**src/sv/lru_writeback_cache_stream_prefetch_assert.svh**
```systemverilog
// assertion helpers for the cache modules, included by lwcsp_back
`ifndef LRU_WRITEBACK_CACHE_STREAM_PREFETCH_ASSERT_SVH
`define LRU_WRITEBACK_CACHE_STREAM_PREFETCH_ASSERT_SVH

// same-cycle implication
`define LWCSP_ASSERT_IMP(lbl, ante, cons) \
   lbl: assert property (@(posedge clock) disable iff (reset) (ante) |-> (cons)) \
      else $error("lwcsp same-cycle check failed");

// next-cycle implication
`define LWCSP_ASSERT_NEXT(lbl, ante, cons) \
   lbl: assert property (@(posedge clock) disable iff (reset) (ante) |=> (cons)) \
      else $error("lwcsp next-cycle check failed");

`endif

```
**src/sv/lwcsp_pkg.sv**
```systemverilog
`default_nettype none
package lwcsp_pkg;

   localparam int SET_MAX_W = 12;

   typedef struct packed {
      logic [2:0] bo;
      logic [3:0] ib;
      logic [2:0] ways;
      logic [2:0] streams;
      logic [2:0] depth;
   } cfg_type;

   typedef struct packed {
      logic                 wr;
      logic [SET_MAX_W-1:0] set;
      logic [29:0]          tag;
      logic [31:0]          blk;
   } item_type;

   typedef enum logic [1:0] {
      KIND_WB       = 2'd0,
      KIND_DEMAND   = 2'd1,
      KIND_PREFETCH = 2'd2,
      KIND_DONE     = 2'd3
   } kind_type;

   localparam logic [2:0] REG_BO      = 3'd0;
   localparam logic [2:0] REG_IB      = 3'd1;
   localparam logic [2:0] REG_WAYS    = 3'd2;
   localparam logic [2:0] REG_STREAMS = 3'd3;
   localparam logic [2:0] REG_DEPTH   = 3'd4;

endpackage
`default_nettype wire

```
**src/sv/lwcsp_front.sv**
```systemverilog
`default_nettype none
module lwcsp_front
   import lwcsp_pkg::*;
#(
   parameter int SETS = 256
) (
   input  wire logic        clock,
   input  wire logic        reset,
   input  wire cfg_type     cfg,
   input  wire logic        hold,
   input  wire logic        req_tvalid,
   output logic             req_tready,
   input  wire logic        req_action,
   input  wire logic [31:0] req_address,
   output logic             push_valid,
   output item_type         push_data,
   input  wire logic        push_ready
);

   localparam logic [16:0] RECIP  = 17'(65536 / SETS);
   localparam logic [15:0] SETS16 = 16'(SETS);

   typedef enum logic [3:0] {
      F_IDLE  = 4'b0001,
      F_MUL   = 4'b0010,
      F_SCALE = 4'b0100,
      F_PUSH  = 4'b1000
   } fstate_type;

   fstate_type  state_ff, state_in;
   logic [31:0] addr_ff, addr_in;
   logic        wr_ff, wr_in;
   logic [31:0] prod_ff, prod_in;
   logic [27:0] qs_ff, qs_in;

   logic [31:0] shifted;
   logic [14:0] mask;
   logic [14:0] x;
   logic [15:0] r_full, r_red;
   logic [4:0]  tag_sh;

   assign shifted = addr_ff >> cfg.bo;
   assign mask    = 15'((17'd1 << cfg.ib) - 17'd1);
   assign x       = shifted[14:0] & mask;
   // set index modulo SETS via reciprocal, quotient may come out one low
   assign r_full  = 16'(x) - 16'(qs_ff);
   assign r_red   = (r_full >= SETS16) ? (r_full - SETS16) : r_full;
   assign tag_sh  = 5'(cfg.bo) + 5'(cfg.ib);

   assign req_tready     = (state_ff == F_IDLE) && !hold;
   assign push_valid     = (state_ff == F_PUSH);
   assign push_data.wr   = wr_ff;
   assign push_data.set  = r_red[SET_MAX_W-1:0];
   assign push_data.tag  = 30'(addr_ff >> tag_sh);
   assign push_data.blk  = (addr_ff >> cfg.bo) << cfg.bo;

   always_comb begin
      state_in = state_ff;
      addr_in  = addr_ff;
      wr_in    = wr_ff;
      prod_in  = prod_ff;
      qs_in    = qs_ff;
      case (state_ff)
         F_IDLE: begin
            if (req_tvalid && req_tready) begin
               addr_in  = req_address;
               wr_in    = req_action;
               state_in = F_MUL;
            end
         end
         F_MUL: begin
            prod_in  = 32'(x) * 32'(RECIP);
            state_in = F_SCALE;
         end
         F_SCALE: begin
            qs_in    = 28'(prod_ff[30:16]) * 28'(SETS);
            state_in = F_PUSH;
         end
         F_PUSH: begin
            if (push_ready) begin
               state_in = F_IDLE;
            end
         end
         default: state_in = F_IDLE;
      endcase
   end

   always_ff @(posedge clock) begin
      if (reset) begin
         state_ff <= F_IDLE;
      end else begin
         state_ff <= state_in;
      end
   end

   always_ff @(posedge clock) begin
      addr_ff <= addr_in;
      wr_ff   <= wr_in;
      prod_ff <= prod_in;
      qs_ff   <= qs_in;
   end

endmodule
`default_nettype wire

```
**config.mk**
```make
export PLATFORM = sky130hd
export DESIGN_NAME = lwcsp_front
export DESIGN_NICKNAME = d
export VERILOG_FILES = /design/src/sv/lru_writeback_cache_stream_prefetch_assert.svh /design/src/sv/lwcsp_pkg.sv /design/src/sv/lwcsp_front.sv
export SDC_FILE = /design/constraint.sdc
export NUM_CORES = 1
export LEC_CHECK = 0
export BUFFER_PORTS_ARGS = -buffer_cell sky130_fd_sc_hd__buf_2
export CAP_MARGIN = 20
export CORE_MARGIN = 2
export CORE_UTILIZATION = 55
export DETAILED_ROUTE_END_ITERATION = 7
export GPL_ROUTABILITY_DRIVEN = 0
export PLACE_DENSITY = 0.83
export SETUP_SLACK_MARGIN = 0.5
export SYNTH_ARGS = -nofsm -noshare
export SYNTH_HDL_FRONTEND = slang
export SYNTH_SLANG_ARGS = --single-unit
```
**constraint.sdc**
```tcl
create_clock -name clock -period 3.6 [get_ports clock]
set_input_delay 0 -clock clock [delete_from_list [all_inputs] [get_ports clock]]
set_output_delay 0 -clock clock [all_outputs]
set_load 0.05 [all_outputs]
```
=== Word-level counts from Yosys, hierarchy flattened ===
Cells that the tools add are included.

* Bitwise logic cells: 1
* Equality and inequality tests: 6
* Shift operators: 4
* $lt $le $gt $ge: 1
* Reductions and logical operators: 5
* Add/subtract/negate cells: 4
* Muxes and demuxes: 4

{| class="wikitable"
|+ Operator list
! cell !! number
|-
| left shift 32 x 3 -> 32 bit || 1
|-
| >> shifter 32 x 3 -> 32 bit || 1
|-
| >> shifter 32 x 5 -> 30 bit || 1
|-
| >= comparator 16 x 9 -> 1 bit (second input constant) || 1
|-
| case mux 4 bit (4 select lines) || 1
|-
| subtractor 15 x 15 -> 16 bit || 1
|-
| bitwise AND 15 bit || 1
|-
| left shift 1 x 4 -> 15 bit (first input constant) || 1
|-
| subtractor 15 x 1 -> 15 bit (second input constant) || 1
|-
| two-way mux 12 bit || 1
|-
| subtractor 12 x 9 -> 12 bit (second input constant) || 1
|-
| two-way mux 4 bit || 2
|-
| adder 3 x 4 -> 5 bit || 1
|-
| == test 4 x 1 -> 1 bit (second input constant) || 1
|-
| == test 4 x 2 -> 1 bit (second input constant) || 1
|-
| == test 4 x 3 -> 1 bit (second input constant) || 1
|-
| == test 4 bit (second input constant) || 1
|-
| != test 2 x 1 -> 1 bit (second input constant) || 2
|-
| AND reduction 2 bit || 2
|-
| logical AND 1 bit || 2
|-
| zero test 1 bit || 1
|}

* Flip-flop bits (word level): 59
* Output and inout bits: 77
* Bits of input ports: 54

=== Longest topological paths before layout ===
* Word-level depth: 6
* Mapped depth: 19
* Gate-level depth less buffers: 17

=== Worst setup path after synthesis ===
No wires, ideal clock.

* Path type: input to output
* From: input port cfg[11] in the netlist's numbering
* To: output port push_data[71] in the netlist's numbering
* Setup slack: -375 ps
* Arrival time: 3,975 ps
* Stages on the path: 18
* Cell sequence: clkbuf_1 nor2_1 nand3b_1 ha_1 buf_1 nor2_1 mux2_2 nand2_1 a221o_1 ha_1 inv_1 fa_1 inv_1 ha_1 o221a_2 o2111ai_1 a41oi_2 mux2i_1

{| class="wikitable"
|+ RTL lines
! what !! RTL line !! text
|-
| start, declared || lwcsp_front.sv:9 || <nowiki>input wire cfg_type cfg,</nowiki>
|-
| end, declared || lwcsp_front.sv:16 || <nowiki>output item_type push_data,</nowiki>
|}

==> run_results.csv <==
group,metric,value,unit
detailed_routing,vias_per_cell,6.32,
floorplan,die_w,99.2,um
setup_path,crit_chain,"mux2i_2 -> nand2b_1 -> a21oi_1 -> a221o_1 -> ha_2 -> inv_2 -> fa_2 -> a21oi_2 -> o21ai_1 -> o21ai_1 -> and3_4 -> o2111ai_4 -> a41oi_4 -> mux2i_4 -> buf_6",
setup_path,critPathLaunchType,"register",
global_route,grt_use_total,30.4,%
clock_network,cts_inserted_buffers,5,
cells_and_area,area_growth,29.6,%
setup_path,path_class,"reg -> out",
sta,relSlewSlack,33.8,%
global_route,grt_pass1_wl,23.7,mm
hold_path,min_path_type,"in -> reg",
run_status,violations,"negative setup slack",
placed_design,dp_slack,0.0148,ns
cells_and_area,layout-drive-gt1-share,37.0,%
cells_and_area,fin_area,6460,um^2
sta,setup_violations,2,
clock_network,clock_latency,0.30,ns
setup_path,critPathCaptureType,"output port",
detailed_routing,ant_nets,0,
sta,fin_tns_setup,-0.0514,ns
sta,worst_slack,-0.0366,ns
synthesis,synth_warnings,0,
global_route,grt_pass1_vias,4699,
synthesis,ys_types,60,
floorplan,rows,34,
placed_design,portBuffers,121,
synthesis,ys_top_cells_by_area,"edfxtp_1 28%, mux4_2 13%, mux2i_1 8.6%, nand2_1 6.6%, o21ai_0 4.0%",
synthesis,synth-main-ff-cell,"edfxtp_1",
cells_and_area,stdcell_count,792,
clock_network,htreeDepth,2,
sta,hold_viol_final,0,
cells_and_area,fillers,616,
setup_path,crit_slowest_cell,"edfxtp_1",
setup_path,cpMostUsedCell,"o21ai_1",
synthesis,yosys.area.top_type,"edfxtp_1",
global_route,antenna_found_initial,0,
clock_network,clkTransAtPathRegs,0.08,ns
power,power_density,425,nW/um^2
setup_path,required,3.60,ns
cells_and_area,layout.nets,752,
floorplan,ios,131,
synthesis,synth_cells,552,
synthesis,synthTopCellsByCount,"88 x nand2_1, 49 x clkbuf_1, 47 x edfxtp_1",
cells_and_area,regArea,1490,um^2
synthesis,syn-cell-area,4990,um^2
synthesis,synth_top_area_share,28.3,%
sta,rsz0062_at_grt,"yes",
floorplan,dieArea,9850,um^2
sta,fin_crit_sh,101,%
sta,fin_crit,3.64,ns
sta,fmax,275,MHz
flow_run,cap_violations,0,
detailed_routing,drc,0,
placed_design,placed_area,5740,um^2
synthesis,yosysMostFrequentCell,"nand2_1",
sta,worst_pin_slew,0.993,ns
clock_network,cts_tree,"done",
placed_design,post-place-cells,734,
setup_path,worstPathArrival,3.64,ns
setup_path,path_max_fanout,4,
synthesis,syn-num-nets,621,
clock_network,cts.path.max_buffers,2,
detailed_routing,dr.first_iter.drc_count,344,
power,vdd_drop_max,0.418,mV
detailed_routing,avgRoutedWirePerCell,19.6,um
synthesis,synth_edf_count,47,
floorplan,fp.coreArea,8760,um^2
clock_network,cts_root_buf,"clkbuf_8",
detailed_routing,vias,5002,
global_route,grt_max_degree,38,
floorplan,initial_core_util,56.9,%
sta,fin_hold_ws,0.0883,ns
detailed_routing,dr.pass1.iters,5,
synthesis,async_reset_ff_share,0,%
synthesis,syn_avg_cell_area,9.03,um^2
cells_and_area,antenna_cells,0,
global_route,grt.overflow.total,0,
placed_design,dp_hpwl,10.3,mm
cells_and_area,multi_input_area,3390,um^2
sta,fin_skew,0.0111,ns
setup_path,max_stage_delay,0.50,ns
synthesis,synth-seq-cells,51,
power,leakage,0.00272,uW
sta,drv_slew,0,
run_status,run_status,"finished with violations",
clock_network,clock-sinks,51,
floorplan,die-height,99.2,um
synthesis,seq_area_frac_synth,29.9,%
detailed_routing,wirelength,15.5,mm
where the power goes:
part,switching (uW),internal (uW),total [uW]
registers,47.2,691,738
logic,1090,538,1630
clock network,174,208,382
total,1310,1440,2750
layout by cell type (no fill, tap or decap), types with 4 or more instances in the layout:
cell,count
nand2b_1,4
o21ai_1,5
dlygate4sd3_1,34
clkbuf_8,5
mux4_2,29
buf_4,37
o22ai_1,6
mux2_2,6
nor2b_1,11
and2_1,6
o211ai_1,5
a21oi_1,21
a311o_1,6
nand3_1,11
nor2_1,40
nor3b_1,4
buf_2,116
ha_1,7
ha_2,4
dfxtp_1,4
nand2_1,88
o21ai_0,36
inv_1,13
mux2i_1,38
a211oi_1,7
edfxtp_1,47
buf_6,7
cell type report:
class | count | area share (%)
multi-input combinational | 415 | 52.4
clock buffer | 7 | 1.18
clock inverter | 1 | 0.465
sequential | 51 | 23.1
inverter | 15 | 0.910
tap | 108 | 2.09
timing repair buffer | 195 | 19.9
logic make-up (layout without fill, tap and decap cells):
logic type	Yosys count	after routing	share of synthesized area, %
buffers and inverters	86	218	7.88
adder cells (fa/ha/maj)	15	15	4.06
multiplexers	79	79	23.3
flip-flops	51	51	29.9
AO/OA/AOI/OAI	119	119	15.5
AND/OR/NAND/NOR	195	195	18.1
XOR/XNOR	7	7	1.23
per-stage QoR:
step,power (uW),utilization [%]
floorplan,1940,-
global placement,2220,65.5
detailed placement,2250,65.5
CTS,2690,72.8
global route,2870,73.7
finish,2750,73.7
final timing paths:
kind / cells past startpoint / to / from / slack [ns]
setup / recovery: 15 / push_data[71] / addr_ff[10] / -0.04
hold / removal: 3 / state_ff[1] / push_ready / 0.09
setup reg to reg: 4 / addr_ff[17] / state_ff[3] / 1.46
hold reg to reg: 0 / qs_ff[11] / prod_ff[19] / 0.42
worst max-delay path: cells and delay by family, from the launching register on:
family / cells / cell delay (ns)
and+or+nand+nor: 2 / 0.30
muxes: 2 / 0.53
AOI/OAI and AO/OA: 7 / 1.20
DFF: 1 / 0.50
buffers and inverters: 2 / 0.23
adders and majority gates: 2 / 0.59
routing by layer:
metal / share of wire [%] / routed length (um) / GRT usage [%] / vias to the layer above
met3: 8.8 / 1370 / 4.36 / 43
li1: - / - / - / 2256
met5: 0 / 0 / 0 / -
met1: 38 / 5950 / 40.7 / 2419
met2: 51 / 7860 / 51.9 / 284
met4: 2.2 / 336 / 8.54 / 0
repair_timing:
item                       in CTS  in global routing
buffers inserted               14                  2
setup endpoints to repair       4                 27
gates resized for setup        21                 15
pin swaps                      10                  7
hold endpoints to repair       37                  0
hold buffers                   34                  0
registers in the layout (all words and copies together) (netlist names):
register,cells
wr_ff,1
addr_ff,32
state_ff,4
prod_ff,7
qs_ff,7
Power figures use the tool's default switching activity.
