### src/sv/lru_writeback_cache_stream_prefetch_assert.svh
// assertion helpers for the cache modules, included by lwcsp_back
`ifndef LRU_WRITEBACK_CACHE_STREAM_PREFETCH_ASSERT_SVH
`define LRU_WRITEBACK_CACHE_STREAM_PREFETCH_ASSERT_SVH

// same-cycle implication
`define LWCSP_ASSERT_IMP(lbl, ante, cons) \
   lbl: assert property (@(posedge clock) disable iff (reset) (ante) |-> (cons)) \
      else $error("lwcsp same-cycle check failed");

// next-cycle implication
`define LWCSP_ASSERT_NEXT(lbl, ante, cons) \
   lbl: assert property (@(posedge clock) disable iff (reset) (ante) |=> (cons)) \
      else $error("lwcsp next-cycle check failed");

`endif

### src/sv/lwcsp_pkg.sv
`default_nettype none
package lwcsp_pkg;

   localparam int SET_MAX_W = 12;

   typedef struct packed {
      logic [2:0] bo;
      logic [3:0] ib;
      logic [2:0] ways;
      logic [2:0] streams;
      logic [2:0] depth;
   } cfg_type;

   typedef struct packed {
      logic                 wr;
      logic [SET_MAX_W-1:0] set;
      logic [29:0]          tag;
      logic [31:0]          blk;
   } item_type;

   typedef enum logic [1:0] {
      KIND_WB       = 2'd0,
      KIND_DEMAND   = 2'd1,
      KIND_PREFETCH = 2'd2,
      KIND_DONE     = 2'd3
   } kind_type;

   localparam logic [2:0] REG_BO      = 3'd0;
   localparam logic [2:0] REG_IB      = 3'd1;
   localparam logic [2:0] REG_WAYS    = 3'd2;
   localparam logic [2:0] REG_STREAMS = 3'd3;
   localparam logic [2:0] REG_DEPTH   = 3'd4;

endpackage
`default_nettype wire

### src/sv/lwcsp_queue.sv
`default_nettype none
module lwcsp_queue
   import lwcsp_pkg::*;
(
   input  wire logic     clock,
   input  wire logic     reset,
   input  wire logic     push_valid,
   input  wire item_type push_data,
   output logic          push_ready,
   output logic          pop_valid,
   output item_type      pop_data,
   input  wire logic     pop_ready
);

   item_type   slot_ff [2];
   logic       wptr_ff, wptr_in;
   logic       rptr_ff, rptr_in;
   logic [1:0] count_ff, count_in;
   logic       do_push, do_pop;

   assign push_ready = (count_ff != 2'd2);
   assign pop_valid  = (count_ff != 2'd0);
   assign pop_data   = slot_ff[rptr_ff];
   assign do_push    = push_valid && push_ready;
   assign do_pop     = pop_valid && pop_ready;

   always_comb begin
      wptr_in  = do_push ? !wptr_ff : wptr_ff;
      rptr_in  = do_pop ? !rptr_ff : rptr_ff;
      count_in = count_ff + {1'b0, do_push} - {1'b0, do_pop};
   end

   always_ff @(posedge clock) begin
      if (reset) begin
         wptr_ff  <= 1'b0;
         rptr_ff  <= 1'b0;
         count_ff <= 2'd0;
      end else begin
         wptr_ff  <= wptr_in;
         rptr_ff  <= rptr_in;
         count_ff <= count_in;
      end
   end

   always_ff @(posedge clock) begin
      if (do_push) begin
         slot_ff[wptr_ff] <= push_data;
      end
   end

endmodule
`default_nettype wire

### config.mk
export PLATFORM = sky130hd
export DESIGN_NAME = lwcsp_queue
export DESIGN_NICKNAME = d
export VERILOG_FILES = /design/src/sv/lru_writeback_cache_stream_prefetch_assert.svh /design/src/sv/lwcsp_pkg.sv /design/src/sv/lwcsp_queue.sv
export SDC_FILE = /design/constraint.sdc
export NUM_CORES = 1
export LEC_CHECK = 0
export BUFFER_PORTS_ARGS = -buffer_cell sky130_fd_sc_hd__buf_4
export CORE_MARGIN = 3
export CORE_UTILIZATION = 40
export CTS_CLUSTER_SIZE = 10
export DETAILED_ROUTE_END_ITERATION = 7
export GPL_TIMING_DRIVEN = 0
export PLACE_DENSITY = 0.63
export SYNTH_ARGS = -nofsm -noshare
export SYNTH_HDL_FRONTEND = slang
export SYNTH_SLANG_ARGS = --single-unit
### constraint.sdc
create_clock -name clock -period 8.69 [get_ports clock]
set_input_delay 0.869 -clock clock [delete_from_list [all_inputs] [get_ports clock]]
set_output_delay 0.869 -clock clock [all_outputs]
set_load 0.01 [all_outputs]
After elaboration in Yosys (flattened, before gate mapping)
Memory sizes are Yosys's and may differ from the RTL's. A register that Yosys moved wholly into a read port is not among the register bits.
Cells that the tools add are included.

storage, ports and cells
  memories = 1
  flip-flop bits (word level) = 4
  word-level logic and storage cells = 16
  RAM bits = 150

cells by class
  $add $sub $neg = 2
  reductions and logical operators = 5
  equality and inequality tests = 1
  muxes and demuxes = 4

memories
  memory   words  width  read ports  clocked after Yosys merged registers in  write ports  line               source
  slot_ff  2      75     1           1                                        1            lwcsp_queue.sv:15  item_type slot_ff [2];

operator list
  cell                                           count
  two-way mux 1 bit                              4
  adder 2 x 1 -> 2 bit                           1
  logical AND 1 bit                              2
  logical NOT 1 bit                              2
  inequality test 2 bit (second input constant)  1
  nonzero test 2 bit                             1
  subtractor 2 x 1 -> 2 bit                      1

Depth between registers and ports, before layout
Gate-level depths: netlist of the first run.

  depth after elaboration = 4
  depth in mapped cells = 6

Worst setup path before layout of the first run
OpenSTA, ideal clock, no wires.

  kind = input -> register
  start = input port push_valid
  end = memory slot_ff[1][0] (netlist name), enable pin
  cell stages on the path = 1
  data arrival time = 2671 ps
  buffers on the path = 0
  path slack = 5577 ps
  setup time = 442 ps
  path through = and3_1

on the way
  word-level cells in the longest chain between the ends = 3

ends and longest elaborated chain
  item                                     line               source
  from (decl)                              lwcsp_queue.sv:7   input wire logic push_valid,
  logical AND 1 bit                        lwcsp_queue.sv:24  assign do_push = push_valid && push_ready;
  two-way mux 1 bit                        lwcsp_queue.sv:46  if (do_push) begin
  two-way mux 1 bit (implied by the code)  lwcsp_queue.sv:47  slot_ff[wptr_ff] <= push_data;
  to (decl)                                lwcsp_queue.sv:15

Every way passes these cells.

==> out/qor.yml, run 1 <==
status:
  status: "complete, no violations"
clock_network:
  postCtsSetupBuffers: 0
  htree_num_levels: 4
  cts_made_buffers: 17
  cts_tree: "yes"
  path_clk_slew_ns: 0.05
  cts.sinks: 155
  ctsResizeCount: 0
  holdBufCountCts: 0
  ctsRootBufferMaster: "clkbuf_16"
  insertion_delay_ns: 0.41
  clockBufferDepth: 2
synthesis:
  synth-compound-area-share: 0.00745
  async_flop_share: 0
  synth_common_cells: "edfxtp_1, mux2_4, mux2_1, buf_6, dfxtp_1"
  synth_cells: 262
  synth.distinct_cells: 26
  synth_top_family_by_area: "multiplexers"
  yosys.area.top_type: "edfxtp_1"
  synth-seq-cells: 155
  synth_mux_area_frac: 0.176
  yosysMostFrequentCell: "edfxtp_1"
  synth_edf_count: 150
  yosysSeqAreaShare: 0.783
  ys.flop_type: "edfxtp_1"
  ys_top_cells_by_area: "edfxtp_1, mux2_4, mux2_1"
  synth.cell_area_um2: 5880
  yosys.area_share.simple: 0.0166
  synth_adder_area_share: 0.00213
  synth_xor_area_frac: 0.00149
  yosys.area.top_type_share: 0.766
  synth.avg_cell_area_um2: 22.4
  synth_warnings: 0
  synth_nets: 342
sta:
  fin_tns_setup_ns: 0
  fin_skew_ns: 0.00784
  fin_crit_sh: 0.294
  max_freq_mhz: 392
  fin_crit_ns: 2.55
  rsz0062_at_grt: "false"
  slew_viol_final: 0
  worst_slew_pin_slew_ns: 0.509
  hold_viol: 0
  setup_viol: 0
  relSlewSlack: 0.661
pwr:
  p_int_mw: 1.69
  pwr-share-clk: 0.354
  switching_share: 0.234
  p_seq_frac: 0.421
  irDropWorstVdd_v: 0.000134
  p_comb_frac: 0.225
  power.switching_mw: 0.514
  leakage_nw: 3.09
  pwr_density_cell_nw_per_um2: 277
  total_power_mw: 2.20
placement:
  dp.cells: 599
  place_hpwl_um: 7090
  port_buffers: 155
  gp_congestion: 0.676
detailed_routing:
  wl_met1_um: 4360
  drc: 0
  met3_length_um: 887
  first_iter_violations: 155
  drtAntennaViolNets: 0
  vias: 2963
  viasPerCell: 4.70
  top_layer_used: "met4"
  wl_met2_um: 5160
  first_pass_iters: 4
  wl_per_cell_um: 16.8
  drt-total-wl_um: 10600
critical_path:
  cp_common_cell: "buf_4"
  rrSetupSlack_ns: 6.80
  start_kind: "flop"
  critPathKind: "reg -> out"
  r2r_cells: 4
  critPathCaptureType: "output port"
  worstPathMaxFanout: 10
  cp.arrival_ns: 1.68
  worstPathRequired_ns: 7.82
  endpoint: "pop_data[68]"
  cpMaxStageDelayCell: "dfxtp_1"
  regToRegStartpoint: "count_ff[0]"
  crit_path_max_incr_delay_ns: 0.34
  regToRegEndpoint: "slot_ff[0][69]"
  path_cells: "buf_4 > buf_6 > mux2_4 > buf_4"
floorplan:
  die_w_um: 127
  chipHeight_um: 127
  io_pins: 156
  die_area_um2: 16200
  coreArea_um2: 14100
  start_util: 0.415
  rows: 43
global_routing:
  grt_max_degree: 43
  overflow: 0
  grt_util_all_layers: 0.135
  antenna_found_initial: 0
  grt_pass1_vias: 3201
  grt_pass1_wl_um: 16200
hold_path:
  min_path_type: "reg -> reg"
  hp-start: "rptr_ff"
  hold_depth: 2
layout:
  num_antenna_cells: 0
  layout-drive-gt1-share: 0.551
  fin_util: 0.562
  finalNonFillerCells: 630
  area_growth_syn_to_layout_pct: 35.4
  nets: 518
job:
  maxCapViolations: 0
layer usage:
metal / global-route usage / vias to the layer above
met5: 0 / -
met4: 0.0644 / 0
met3: 0.0502 / 16
met2: 0.215 / 123
met1: 0.163 / 1433
li1: - / 1391
logic make-up after synthesis:
group,Yosys count
flops,155
mux,75
simple gates,15
buf+inv,9
compound gates,6
xor+xnor,1
fa+ha+maj,1
area by class of cell:
cell class	instances	area (um2)
clock inverter	14	201
buffer	8	73.8
sequential	155	4600
fill	1140	6190
multi-input combinational	98	1200
tap	180	225
clock buffer	17	425
inverter	1	6.26
timing repair buffer	157	1220
stage by stage:
step	hold slack, ns	area, um2	worst slack [ns]
after floorplan	0.472	5880	5.58
after global placement	0.485	7270	4.40
after detailed placement	0.486	7330	6.45
after CTS	0.510	7960	6.06
after global routing	0.558	7960	6.01
final	0.505	7960	6.14
placed cells by master, fill, tap and decap left out, types with 2 or more instances in the layout:
cell / instances
buf_16: 2
dfxtp_1: 5
clkinv_2: 3
buf_2: 2
buf_4: 156
edfxtp_1: 150
buf_6: 5
mux2_4: 50
clkinv_1: 3
nor2b_1: 2
clkbuf_16: 17
mux2_1: 25
nor2_1: 4
bufinv_16: 5
power groups by stage:
stage | Combinational, mW | Clock [mW] | Sequential [mW]
after floorplan | 0.286 | 0 | 0.942
after global placement | 0.495 | 0 | 0.948
after detailed placement | 0.508 | 0 | 0.944
after CTS | 0.509 | 0.798 | 0.929
after global routing | 0.534 | 0.831 | 0.935
final | 0.495 | 0.779 | 0.928
worst min-delay path by stage:
stage	endpoint
after CTS	flop
after global routing	rptr_ff
after detailed placement	flop
final	flop
after global placement	rptr_ff
after floorplan	flop
worst max-delay path: cells and delay by family (launching register included):
| kind | cells | cell delay, ns |
|---|---|---|
| muxes | 1 | 0.32 |
| buffers and inverters | 3 | 0.62 |
| DFF | 1 | 0.34 |
flip-flops by register name, summed over array words and instances (netlist names), named ones only:
| name | flops |
|---|---|
| count_ff | 2 |
| slot_ff | 150 |
| rptr_ff | 1 |
| wptr_ff | 1 |
Power figures use the tool's default switching activity.
==> inputs of run 2 (changes only) <==
--- a/config.mk
+++ b/config.mk
@@ -5,6 +5,7 @@
 export SDC_FILE = /design/constraint.sdc
 export NUM_CORES = 1
 export LEC_CHECK = 0
+export ABC_AREA = 1
 export BUFFER_PORTS_ARGS = -buffer_cell sky130_fd_sc_hd__buf_4
 export CORE_MARGIN = 3
 export CORE_UTILIZATION = 40
==> constraint.sdc (replaced) <==
create_clock -name clock -period 2.49 [get_ports clock]
set_input_delay 0.249 -clock clock [delete_from_list [all_inputs] [get_ports clock]]
set_output_delay 0.249 -clock clock [all_outputs]
set_load 0.01 [all_outputs]
==> run 2 against run 1 <==
Sequential share of layout area is 1.3 points lower. Largest power group unchanged. Wire length fell by 1.5%. Critical endpoint is now slot_ff[1][45]. Clock power rose to 3.2 times the previous value. Setup slack worse by 5.7 ns. Final cell count is 4.9% higher. Die area is 0.45% lower. Register-to-register slack got worse by 6.4 ns. Utilization rose by 1.5 points. Clock skew decreased by 0.0023 ns. Count of clock-buffer cells in the layout up 3. Sequential cell count unchanged. Non-clock buffer count rose by 23.
==> out/qor.yml, run 2 <==
critical_path:
  critPathCaptureType: "flop"  # was output port
  cp_common_cell: "nand2_1"  # was buf_4
  cpMaxStageDelayCell: "nor2_4"  # was dfxtp_1
  crit_buf_inv: 2  # was 3
  worstPathMaxFanout: 31  # was 10
  path_cells: "inv_1 > nand2_1 > nand2_1 > nor2_4 > buf_12"  # was buf_4 > buf_6 > mux2_4 > buf_4
  cp.arrival_ns: 2.16  # was 1.68 ns
  crit_path_max_incr_delay_ns: 0.74  # was 0.34 ns
  worstPathRequired_ns: 2.59  # was 7.82 ns
  cpLargestDelayFamily: "simple AND/OR/NAND/NOR gates"  # was buffers and inverters
  start_kind: "flop"  # unchanged
  critPathKind: "reg -> reg"  # was reg -> out
floorplan:
  io_pins: 156  # unchanged
  rows: 43  # unchanged
  die_area_um2: 16100  # was 16200 um2
  chipHeight_um: 127  # about the same
  die_w_um: 127  # about the same
  coreArea_um2: 14100  # about the same
  start_util: 0.415  # about the same
synthesis:
  yosysSeqAreaShare: 0.787  # was 0.783
  yosys.area.top_type: "edfxtp_1"  # unchanged
  synth_cells: 269  # was 262
  yosys.area.top_type_share: 0.770  # was 0.766
  synth.avg_cell_area_um2: 21.7  # was 22.4 um2
  ys.flop_type: "edfxtp_1"  # unchanged
  synth_xor_area_frac: 0.00150  # was 0.00149
  synth_common_cells: "edfxtp_1, mux2_4, mux2_2, nor2_1"  # was edfxtp_1, mux2_4, mux2_1, buf_6, dfxtp_1
  synth_edf_count: 150  # unchanged
  ys_top_cells_by_area: "edfxtp_1, mux2_4, mux2_2"  # was edfxtp_1, mux2_4, mux2_1
  async_flop_share: 0  # unchanged
  synth_warnings: 0  # unchanged
  synth_nets: 349  # was 342
  synth_mux_area_frac: 0.176  # about the same
  synth-compound-area-share: 0.00171  # was 0.00745
  synth.cell_area_um2: 5850  # was 5880 um2
  synth-seq-cells: 155  # unchanged
  synth.distinct_cells: 14  # was 26
  yosysMostFrequentCell: "edfxtp_1"  # unchanged
  synth_adder_area_share: 0.00214  # was 0.00213
  yosys.area_share.simple: 0.0126  # was 0.0166
  synth_top_family_by_area: "multiplexers"  # unchanged
detailed_routing:
  wl_per_cell_um: 15.7  # was 16.8 um
  viasPerCell: 4.57  # was 4.70
  first_iter_violations: 153  # was 155
  drtAntennaViolNets: 0  # unchanged
  drc: 0  # unchanged
  vias: 3019  # was 2963
  first_pass_iters: 4  # unchanged
  drt-total-wl_um: 10400  # was 10600 um
global_routing:
  antenna_found_initial: 0  # unchanged
  grt_pass1_vias: 3119  # was 3201
  grt_pass1_wl_um: 15600  # was 16200 um
  overflow: 0  # unchanged
  grt_max_degree: 32  # was 43
  grt_util_all_layers: 0.129  # was 0.135
layout:
  layout_commonest_cell: "buf_4"  # unchanged
  finalNonFillerCells: 661  # was 630
  layout-drive-gt1-share: 0.563  # was 0.551
  nets: 548  # was 518
  fin_util: 0.577  # was 0.562
  final_cell_mix: "buf_4, edfxtp_1, mux2_4"  # unchanged
  multi_input_area_um2: 1150  # was 1200 um2
  num_antenna_cells: 0  # unchanged
  area_growth_syn_to_layout_pct: 39.1  # was 35.4%
  top_regs: "slot_ff x150, count_ff x2"  # unchanged
  fill_cells: 1114  # was 1140
  max_flop_register: "slot_ff"  # unchanged
  final-seq-area_um2: 4600  # unchanged
  largest_reg_flops: 150  # unchanged
clock_network:
  ctsResizeCount: 0  # unchanged
  cts_tree: "yes"  # unchanged
  htree_num_levels: 4  # unchanged
  path_clk_slew_ns: 0.06  # was 0.05 ns
  insertion_delay_ns: 0.40  # was 0.41 ns
  clockBufferDepth: 2  # unchanged
  cts.sinks: 155  # unchanged
  cts_made_buffers: 17  # unchanged
  ctsRootBufferMaster: "clkbuf_16"  # unchanged
sta:
  worst_slew_pin_slew_ns: 0.892  # was 0.509 ns
  fin_crit_ns: 2.06
  hold_viol: 0  # unchanged
  max_freq_mhz: 485
  setup_viol: 0  # unchanged
  slew_viol_final: 0  # unchanged
  relSlewSlack: 0.404  # was 0.661
  fin_skew_ns: 0.00551  # was 0.00784 ns
  rsz0062_at_grt: "false"  # unchanged
  fin_crit_sh: 0.829
pwr:
  leakage_nw: 3.17  # was 3.09 nW
  irDropWorstVdd_v: 0.000496  # was 0.000134 V
  pwr_density_cell_nw_per_um2: 1000  # was 277 nW/um2
placement:
  dp.cells: 608  # was 599
  place_hpwl_um: 7040  # was 7090 um
  gp_congestion: 0.668  # was 0.676
  port_buffers: 155  # unchanged
job:
  maxCapViolations: 0  # unchanged
hold_path:
  min_path_type: "in -> reg"  # was reg -> reg
status:
  status: "complete, no violations"  # unchanged
run 2: cell count changes in the layout (fill, tap and decap cells not counted), sizes merged, moves of 3 or more:
cell and delta:
dlygate4sd3 +21, nand2 +8, inv +7, nor2 +5, clkbuf +3
run 2: per-stage QoR:
stage                     setup slack (ns)  instance area (um2)  total power [mW]  hold slack [ns]  TNS [ns]
final                                0.426                 8140              8.14           0.0268         0
after global routing                 0.263                 8140              8.53         0.000102         0
after CTS                            0.386                 8030              8.26         0.000158         0
after detailed placement             0.406                 7340              5.70            0.437         0
after global placement               -1.74                 7240              5.64            0.429   -257.76
after floorplan                     -0.581                 5850              4.73            0.320    -86.12
run 2: final cells by class:
class / instances / share of cell area
multi-input combinational: 98 / 0.142
inverter: 8 / 0.00369
timing repair buffer: 180 / 0.180
clock buffer: 20 / 0.0537
clock inverter: 12 / 0.0181
buffer: 8 / 0.00954
tap: 180 / 0.0277
sequential: 155 / 0.566
run 2: worst register-to-register path, stage by stage, from the launching register on:
cell	delay, ns
dfxtp_1	0.36
inv_1	0.05
nand2_1	0.10
nand2_1	0.20
nor2_4	0.74
buf_12	0.30
run 2: power by group:
| part | internal (mW) | total, mW | leakage, nW | switching (mW) |
|---|---|---|---|---|
| logic | 1.23 | 2.22 | 1.45 | 0.988 |
| clock network | 1.57 | 2.52 | 0.275 | 0.948 |
| registers | 3.31 | 3.40 | 1.44 | 0.0951 |
| total | 6.11 | 8.14 | 3.17 | 2.03 |
run 2: routing by layer:
metal | GRT usage | vias to the layer above | part of all wire
li1 | - | 1441 | -
met1 | 0.157 | 1455 | 0.41
met2 | 0.205 | 111 | 0.50
met3 | 0.0459 | 12 | 0.069
met4 | 0.0606 | 0 | 0.014
met5 | 0 | - | 0
run 2: worst paths after layout:
kind / start / cells after the start / end / slack, ns
max: count_ff[0] / 5 / slot_ff[1][45] / 0.43
min: push_data[17] / 1 / slot_ff[1][17] / 0.03
max reg2reg: count_ff[0] / 5 / slot_ff[1][45] / 0.43
min reg2reg: rptr_ff / 2 / rptr_ff / 0.53
run 2: what timing repair did:
item | in CTS | in global routing
buffers inserted | 0 | 0
hold buffers | 10 | 11
hold endpoints to repair | 18 | 18
run 2: kinds of logic (layout without fill, tap and decap cells):
kind of cell,Yosys count,in the layout
DFF,155,155
muxes,75,75
and+or+nand+nor,19,19
buffers and inverters,16,228
AOI/OAI and AO/OA,2,2
adders and majority gates,1,1
xor gates and xnor gates,1,1
